==> config.mk <==
export PLATFORM = sky130hd
export DESIGN_NAME = stli_ctrl
export DESIGN_NICKNAME = d
export VERILOG_FILES = /design/src/stli_pkg.sv /design/src/stli_ctrl.sv
export SDC_FILE = /design/constraint.sdc
export NUM_CORES = 1
export LEC_CHECK = 0
export BUFFER_PORTS_ARGS = -buffer_cell sky130_fd_sc_hd__buf_4
export CAP_MARGIN = 15
export CORE_UTILIZATION = 39
export DETAILED_ROUTE_END_ITERATION = 16
export GPL_ROUTABILITY_DRIVEN = 1
export PLACE_DENSITY = 0.78
export SYNTH_ARGS = -nofsm -noshare
export SYNTH_HDL_FRONTEND = slang
export SYNTH_SLANG_ARGS = --single-unit
export TNS_END_PERCENT = 20
==> constraint.sdc <==
create_clock -name clk_i -period 2.6 [get_ports clk_i]
set_input_delay 0.52 -clock clk_i [delete_from_list [all_inputs] [get_ports clk_i]]
set_output_delay 0.52 -clock clk_i [all_outputs]
set_load 0.02 [all_outputs]
==> src/stli_pkg.sv <==
// package for the sorted table linear interpolator
// holds types, codes and the controller to datapath command and status structs
`default_nettype none
package stli_pkg;

  localparam int unsigned TABLE_DEPTH_DEF = 1024;

  typedef enum logic [2:0] {
    ST_EXACT       = 3'd0,
    ST_INTERP      = 3'd1,
    ST_EXTRAP      = 3'd2,
    ST_BELOW       = 3'd3,
    ST_GAP         = 3'd4,
    ST_UNBRACKETED = 3'd5,
    ST_LOADED      = 3'd6,
    ST_FULL        = 3'd7
  } status_e;

  typedef enum logic [2:0] {
    IDX_HOLD, IDX_LAST, IDX_LASTM1, IDX_DEC, IDX_PTR, IDX_INC
  } idx_sel_e;

  typedef enum logic [1:0] {
    SP_HOLD, SP_CUR, SP_CURM1
  } sptr_sel_e;

  typedef enum logic [2:0] {
    RI_CUR, RI_CURM1, RI_LASTM1, RI_LAST, RI_CNT
  } ridx_sel_e;

  typedef enum logic [1:0] {
    RV_MVAL, RV_RD, RV_LINE
  } rval_sel_e;

  typedef enum logic [3:0] {
    S_IDLE, S_DISPATCH, S_RD_LAST, S_RD_LM1, S_CHK_HI, S_SCAN, S_WALK_A,
    S_WALK_B, S_GAP_CHK, S_DIFF, S_MUL, S_DIV_INIT, S_DIV, S_FIX, S_FINISH
  } state_e;

  typedef struct packed {
    logic      capture;
    idx_sel_e  idx_sel;
    logic      ld_a;
    logic      ld_b;
    logic      wr_en;
    sptr_sel_e sptr_sel;
    logic      st_load;
    status_e   st;
    logic      ri_load;
    ridx_sel_e ri_sel;
    logic      rv_load;
    rval_sel_e rv_sel;
    logic      diff_en;
    logic      mul_en;
    logic      div_start;
    logic      div_step;
    logic      out_load;
  } dp_cmd_t;

  typedef struct packed {
    logic is_query;
    logic q_neg;
    logic full;
    logic cnt_ge2;
    logic q_gt_b;
    logic b_le_a;
    logic rd_eq_q;
    logic idx_zero;
    logic idx_end;
    logic bracket;
    logic gap;
    logic div_last;
  } dp_stat_t;

endpackage
`default_nettype wire

==> src/stli_ctrl.sv <==
// controller state machine of the interpolator
// depends on stli_pkg for the state enum and the command and status structs
`default_nettype none
module stli_ctrl
  import stli_pkg::*;
(
  input  wire logic     clk_i,
  input  wire logic     rst_ni,
  input  wire logic     in_valid_i,
  output logic          in_stall_o,
  output logic          out_valid_o,
  input  wire logic     out_stall_i,
  input  wire dp_stat_t stat_i,
  output dp_cmd_t       cmd_o
);

  state_e state_q, state_d;
  logic   out_valid_q, out_valid_d;
  logic   slot_free;

  assign slot_free   = !out_valid_q || !out_stall_i;
  assign in_stall_o  = (state_q != S_IDLE);
  assign out_valid_o = out_valid_q;
  assign out_valid_d = cmd_o.out_load ? 1'b1 : (out_valid_q && out_stall_i);

  always_ff @(posedge clk_i or negedge rst_ni) begin
    if (!rst_ni) begin
      state_q     <= S_IDLE;
      out_valid_q <= 1'b0;
    end else begin
      state_q     <= state_d;
      out_valid_q <= out_valid_d;
    end
  end

  always_comb begin
    state_d = state_q;
    case (state_q)
      S_IDLE:     if (in_valid_i) state_d = S_DISPATCH;
      S_DISPATCH: begin
        if (!stat_i.is_query || stat_i.q_neg) state_d = S_FINISH;
        else state_d = S_RD_LAST;
      end
      S_RD_LAST:  state_d = S_RD_LM1;
      S_RD_LM1:   state_d = S_CHK_HI;
      S_CHK_HI: begin
        if (stat_i.q_gt_b) begin
          state_d = (!stat_i.cnt_ge2 || stat_i.b_le_a) ? S_FINISH : S_DIFF;
        end else begin
          state_d = S_SCAN;
        end
      end
      S_SCAN: begin
        if (stat_i.rd_eq_q) state_d = S_FINISH;
        else if (stat_i.idx_zero) state_d = S_WALK_A;
      end
      S_WALK_A:   state_d = stat_i.idx_end ? S_FINISH : S_WALK_B;
      S_WALK_B: begin
        if (stat_i.bracket) state_d = S_GAP_CHK;
        else if (stat_i.idx_end) state_d = S_FINISH;
      end
      S_GAP_CHK:  state_d = stat_i.gap ? S_FINISH : S_DIFF;
      S_DIFF:     state_d = S_MUL;
      S_MUL:      state_d = S_DIV_INIT;
      S_DIV_INIT: state_d = S_DIV;
      S_DIV:      if (stat_i.div_last) state_d = S_FIX;
      S_FIX:      state_d = S_FINISH;
      S_FINISH:   if (slot_free) state_d = S_IDLE;
      default:    state_d = S_IDLE;
    endcase
  end

  always_comb begin
    cmd_o          = '0;
    cmd_o.idx_sel  = IDX_HOLD;
    cmd_o.sptr_sel = SP_HOLD;
    cmd_o.st       = ST_UNBRACKETED;
    cmd_o.ri_sel   = RI_CUR;
    cmd_o.rv_sel   = RV_MVAL;
    case (state_q)
      S_IDLE:     cmd_o.capture = in_valid_i;
      S_DISPATCH: begin
        if (!stat_i.is_query) begin
          cmd_o.st_load = 1'b1;
          cmd_o.ri_load = 1'b1;
          if (stat_i.full) begin
            cmd_o.st     = ST_FULL;
            cmd_o.ri_sel = RI_LAST;
          end else begin
            cmd_o.wr_en   = 1'b1;
            cmd_o.st      = ST_LOADED;
            cmd_o.ri_sel  = RI_CNT;
            cmd_o.rv_load = 1'b1;
            cmd_o.rv_sel  = RV_MVAL;
          end
        end else if (stat_i.q_neg) begin
          cmd_o.st_load = 1'b1;
          cmd_o.st      = ST_BELOW;
        end else begin
          cmd_o.idx_sel = IDX_LAST;
        end
      end
      S_RD_LAST: begin
        cmd_o.ld_b    = 1'b1;
        cmd_o.idx_sel = IDX_LASTM1;
      end
      S_RD_LM1: begin
        cmd_o.ld_a    = 1'b1;
        cmd_o.idx_sel = IDX_LAST;
      end
      S_CHK_HI: begin
        if (stat_i.q_gt_b) begin
          cmd_o.st_load = 1'b1;
          if (!stat_i.cnt_ge2 || stat_i.b_le_a) begin
            cmd_o.st = ST_UNBRACKETED;
          end else begin
            cmd_o.st      = ST_EXTRAP;
            cmd_o.ri_load = 1'b1;
            cmd_o.ri_sel  = RI_LASTM1;
          end
        end
      end
      S_SCAN: begin
        if (stat_i.rd_eq_q) begin
          cmd_o.st_load = 1'b1;
          cmd_o.st      = ST_EXACT;
          cmd_o.ri_load = 1'b1;
          cmd_o.ri_sel  = RI_CUR;
          cmd_o.rv_load = 1'b1;
          cmd_o.rv_sel  = RV_RD;
        end else if (stat_i.idx_zero) begin
          cmd_o.idx_sel = IDX_PTR;
        end else begin
          cmd_o.idx_sel = IDX_DEC;
        end
      end
      S_WALK_A: begin
        cmd_o.ld_a = 1'b1;
        if (stat_i.idx_end) begin
          cmd_o.st_load  = 1'b1;
          cmd_o.st       = ST_UNBRACKETED;
          cmd_o.ri_load  = 1'b1;
          cmd_o.ri_sel   = RI_CUR;
          cmd_o.sptr_sel = SP_CUR;
        end else begin
          cmd_o.idx_sel = IDX_INC;
        end
      end
      S_WALK_B: begin
        if (stat_i.bracket) begin
          cmd_o.ld_b     = 1'b1;
          cmd_o.sptr_sel = SP_CURM1;
          cmd_o.st_load  = 1'b1;
          cmd_o.st       = ST_INTERP;
          cmd_o.ri_load  = 1'b1;
          cmd_o.ri_sel   = RI_CURM1;
        end else begin
          cmd_o.ld_a = 1'b1;
          if (stat_i.idx_end) begin
            cmd_o.st_load  = 1'b1;
            cmd_o.st       = ST_UNBRACKETED;
            cmd_o.ri_load  = 1'b1;
            cmd_o.ri_sel   = RI_CUR;
            cmd_o.sptr_sel = SP_CUR;
          end else begin
            cmd_o.idx_sel = IDX_INC;
          end
        end
      end
      S_GAP_CHK: begin
        if (stat_i.gap) begin
          cmd_o.st_load = 1'b1;
          cmd_o.st      = ST_GAP;
        end
      end
      S_DIFF:     cmd_o.diff_en = 1'b1;
      S_MUL:      cmd_o.mul_en = 1'b1;
      S_DIV_INIT: cmd_o.div_start = 1'b1;
      S_DIV:      cmd_o.div_step = 1'b1;
      S_FIX: begin
        cmd_o.rv_load = 1'b1;
        cmd_o.rv_sel  = RV_LINE;
      end
      S_FINISH:   cmd_o.out_load = slot_free;
      default: ;
    endcase
  end

endmodule
`default_nettype wire

* After elaboration in Yosys (flattened, before gate mapping)
Index checks and enable logic that the tools add are counted.
** Word-level totals
- Word-level logic and storage cells :: 83
- Output and inout port bits :: 27
- Bits of input ports :: 16
- Flip-flop bits (word level) :: 5
** Cells by class
- Reduce and logical (&&, ||, !) cells :: 12
- Muxes and demuxes :: 50
- Equal/unequal tests :: 19
** Operators by type and width (count)
- $mux 4 :: 15
- $pmux 4 s15 :: 1
- $eq 4x4->1 const B :: 7
- $mux 3 :: 9
- $pmux 4 s6 :: 1
- $pmux 4 s5 :: 1
- $pmux 3 s6 :: 1
- $eq 4x3->1 const B :: 4
- $mux 1 :: 13
- $mux 11 :: 1
- $mux 10 :: 1
- $mux 9 :: 1
- $pmux 3 s3 :: 1
- $eq 4x2->1 const B :: 2
- $mux 8 :: 1
- $mux 7 :: 1
- $ne 2x2->1 const B :: 3
- $ne 3x3->1 const B :: 2
- $reduce_and 5->1 :: 1
- $eq 4x1->1 const B :: 1
- $logic_not 1->1 :: 4
- $logic_not 4->1 :: 1
- $pmux 1 s2 :: 2
- $pmux 2 s2 :: 1
- other kinds (4) :: 6

* Logic depth before layout (Yosys ltp)
- Word-level depth :: 5
- Mapped depth :: 6
- Mapped depth without buffers :: 4

* Worst setup path after synthesis
No wires, ideal clock.
- Kind :: register to output
- From :: reg state_q[3]
- To :: out cmd_o[10] (netlist name)
- Slack :: 0.536 ns
- Buffers on the path :: 2
- Data required time :: 2.080 ns
- Arrival :: 1.544 ns
- Stages on the path, launching flop included :: 6
- Path through :: dfrtp_1 buf_6 clkbuf_1 nor2_1 nand2_1 nor3_1
** RTL lines
- from (decl) :: line stli_ctrl.sv:17 : state_e state_q, state_d;
- from (signal assigned) :: line stli_ctrl.sv:31 : state_q <= state_d;
- to (decl) :: line stli_ctrl.sv:14 : output dp_cmd_t cmd_o

==> Flow_metrics.wiki <==
{| class="wikitable"
! Metric !! Value
|-
| Routed wire length || 2830 um
|-
| Synth top area share || 14.0%
|-
| Maximum resistive drop on vdd || 811 uV
|-
| Fillers || 201
|-
| Vias per Instance || 5.87
|-
| Pins over their slew limit || 0
|-
| Standby leakage power || 0.565 nW
|-
| Largest net degree at the start of global routing || 22
|-
| Worst reg2reg setup slack || 0.83 ns
|-
| Most used standard cell by instance count after synthesis || sky130_fd_sc_hd__nand2_1
|-
| Main area contributors after synthesis || sky130_fd_sc_hd__dfrtp_1 (14%), sky130_fd_sc_hd__nand2_1 (7.2%), sky130_fd_sc_hd__nor2_1 (6.7%), sky130_fd_sc_hd__nor2b_1 (4.9%), sky130_fd_sc_hd__nand2b_1 (4.2%)
|-
| DRC violation total after the first TritonRoute iteration || 46
|-
| Placeable Area || 2060 sq um
|-
| MaxCap Viol Count || 0
|-
| Result of the run || finished clean
|-
| Highest net fanout along the worst path || 10
|-
| Final Hold Viols || 0
|-
| Routability congestion estimate || 0.956
|-
| Die H || 49.8 um
|-
| CP Launch Type || register
|-
| Standard-cell row count || 16
|-
| Initial Utilization || 43.3%
|-
| Post-route antenna net violation count || 0
|-
| Clock root buffer || sky130_fd_sc_hd__clkbuf_4
|-
| Post-layout instance area || 1230 sq um
|-
| Type of the tightest min-delay check || primary input to async pin
|-
| Synthesized netlist net count || 148
|-
| Worst rel slew slack || 68.3%
|-
| Classification of the worst setup path || register to output port
|-
| Critical path endpoint category || output port
|-
| Mean instance size in the synthesized netlist || 6.76 sq um
|-
| Area growth syn-to-layout || 37.9%
|-
| Total congestion overflow after global routing || 0
|-
| Post-Synthesis Cell Area || 892 sq um
|-
| DIE AREA || 2480 sq um
|-
| Setup TNS || 0 ns
|-
| Maximum operating frequency || 418 MHz
|-
| Quantity of I/O buffers inserted on ports || 42
|-
| Half-perimeter wire length of the detailed placement result || 2190 um
|-
| Count of warnings emitted by yosys || 0
|-
| Most used standard cells in the synthesized netlist || sky130_fd_sc_hd__nand2_1 (17), sky130_fd_sc_hd__nor2_1 (16), sky130_fd_sc_hd__a21oi_1 (7), sky130_fd_sc_hd__nor2b_1 (7)
|-
| Final setup skew || 0.000726 ns
|-
| Placed Instance Area || 1200 sq um
|-
| Final worst slack || 0.206 ns
|-
| Worst slew pin tran || 0.473 ns
|-
| Sequential cell area in the final layout || 126 sq um
|-
| Fraction of final layout cells sized beyond drive strength 1 || 32.0%
|-
| Slowest Stage Delay on Critical Path || 0.47 ns
|-
| Die Span X || 49.8 um
|-
| Register bit count reported by yosys || 5
|-
| Number of antenna violations at the first check in global routing || 0
|-
| Post-synth cell types || 45
|-
| Power per unit of standard cell area || 1170 nW/um^2
|-
| Minimum period implied by the final worst setup slack || 2.39 ns
|-
| Area of combinational cells with multiple inputs || 687 sq um
|-
| Number of vias in the routed layout || 1,169
|-
| Total iterations of the first detailed-routing run || 4
|-
| Post-detailed-route wirelength per cell || 14.2 um
|-
| Required time reported for the critical path endpoint || 2.08 ns
|-
| Hold buffer count at cts || 0
|-
| Dominant cell type by area after synthesis || sky130_fd_sc_hd__dfrtp_1
|-
| DRC || 0
|-
| Number of antenna cells inserted || 0
|-
| Worst path cell trace || buf_4, nor2_1, nand2_1, nor3_1, buf_4
|-
| Worst-path cell with the longest stage delay || sky130_fd_sc_hd__dfrtp_1
|-
| Max H-tree Level || 1
|-
| Maximum buffer depth of the clock tree || 2
|-
| Synthesized instance count || 132
|-
| Clock tree from TritonCTS || yes
|-
| FFs w/ async S/R, synth || 100%
|-
| Clock latency on the worst-skew pair || 0.24 ns
|-
| Flip-flop cell with the highest count after synthesis || sky130_fd_sc_hd__dfrtp_1
|-
| Post-route fraction of the period consumed by the critical path || 92.1%
|-
| Number of top-level design ports || 43
|-
| Final setup violation count || 0
|-
| Most frequent CP cell || sky130_fd_sc_hd__buf_4
|-
| Sequential fraction of the synthesis area || 14.0%
|-
| Via count of the first global-routing pass || 1,105
|-
| # clock sinks || 5
|-
| NumNets Final || 189
|-
| Total routing usage reported by global routing || 25.0%
|-
| Pre-CTS setup slack || 0.399 ns
|-
| Number of buffers inserted during clock tree synthesis || 3
|-
| Global-route wire length before repair || 4850 um
|-
| Crit path DAT || 1.87 ns
|-
| Count of flip-flops with a built-in enable after synthesis || 0
|-
| RSZ-0062 raised after global routing || no
|-
| Clock-pin slew reported for the worst setup and hold paths after clock tree synthesis || 0.04 ns
|}
## cells by family (layout without fill, tap and decap cells)
logic type	after synthesis	in the layout	share of synthesized area [%]
AOI/OAI and AO/OA	38	38	29.5
buffers and inverters	13	53	8.98
DFF	5	5	14.0
muxes	2	2	2.24
and+or+nand+nor	74	74	45.3
## layout by cell type, fill, tap and decap left out, types with 2 or more instances in the layout
| cell | instances |
|---|---|
| sky130_fd_sc_hd__buf_4 | 46 |
| sky130_fd_sc_hd__nand2_1 | 17 |
| sky130_fd_sc_hd__o211ai_1 | 2 |
| sky130_fd_sc_hd__and3_1 | 4 |
| sky130_fd_sc_hd__clkbuf_4 | 3 |
| sky130_fd_sc_hd__mux2i_1 | 2 |
| sky130_fd_sc_hd__nor3b_1 | 3 |
| sky130_fd_sc_hd__dfrtp_1 | 4 |
| sky130_fd_sc_hd__o21ai_0 | 6 |
| sky130_fd_sc_hd__a22oi_1 | 2 |
| sky130_fd_sc_hd__nand3b_1 | 2 |
| sky130_fd_sc_hd__nand2b_1 | 6 |
| sky130_fd_sc_hd__a21oi_1 | 7 |
| sky130_fd_sc_hd__nand3_1 | 3 |
| sky130_fd_sc_hd__o21bai_1 | 3 |
| sky130_fd_sc_hd__nor4b_1 | 2 |
| sky130_fd_sc_hd__nor2b_1 | 7 |
| sky130_fd_sc_hd__a32oi_1 | 3 |
| sky130_fd_sc_hd__o21ai_1 | 2 |
| sky130_fd_sc_hd__inv_1 | 3 |
| sky130_fd_sc_hd__nor2_1 | 16 |
| sky130_fd_sc_hd__nor3_1 | 6 |
## critical path: cells and delay by family (launching register included)
family                 cells  cell delay [ns]
DFF                        1             0.47
and+or+nand+nor            3             0.75
buffers and inverters      2             0.40
## final timing paths
| kind | start | endpoint | depth (start not counted) |
|---|---|---|---|
| setup / recovery | state_q[3] | cmd_o[18] | 5 |
| hold / removal | rst_ni | state_q[0] | 1 |
| setup reg to reg | state_q[1] | state_q[1] | 5 |
| hold reg to reg | out_valid_o | out_valid_o | 2 |
| max in group asynchronous | rst_ni | state_q[2] | 1 |
| min in group clk_i | out_stall_i | out_valid_o | 3 |
## power by group
group	internal [mW]	switching, mW
registers	0.121	0.104
logic	0.469	0.651
clock network	0.0581	0.0332
## through the flow
| step | util, % | instances | hold WS, ns | power [mW] |
|---|---|---|---|---|
| floorplan | - | 132 | 0.224 | 1.02 |
| global placement | 58.3 | 195 | 0.321 | 1.32 |
| finish | 59.6 | 199 | 0.0664 | 1.44 |
| detailed placement | 58.3 | 195 | 0.324 | 1.33 |
| global route | 59.6 | 199 | 0.0500 | 1.57 |
| CTS | 59.6 | 199 | 0.0627 | 1.43 |
## flip-flops by register name, indices dropped and copies added, names as in the netlist
register	cells
out_valid_o	1
state_q	4
## layer usage
| metal | part of all wire (%) | wire length (um) | track usage [%] | up-vias |
|---|---|---|---|---|
| met5 | 0 | 0 | 0 | - |
| met4 | 2.2 | 61 | 12.4 | 0 |
| met3 | 7.0 | 198 | 4.32 | 8 |
| met2 | 49 | 1380 | 42.3 | 53 |
| met1 | 42 | 1190 | 29.9 | 541 |
| li1 | - | - | - | 567 |
## layout make-up
| class | instances | area share [%] |
|---|---|---|
| flip-flops and latches | 5 | 10.3 |
| inverters | 3 | 0.916 |
| multi-input cells | 114 | 55.8 |
| clock buffers | 4 | 2.14 |
| repair buffers | 46 | 28.1 |
| well taps | 27 | 2.75 |
## what timing repair did
action | 4_1_cts | 5_1_grt
resized for setup | 0 | 1
buffers inserted | 0 | 0
setup endpoints to repair | 0 | 2
Note: power is estimated with default switching activity, not from simulation.
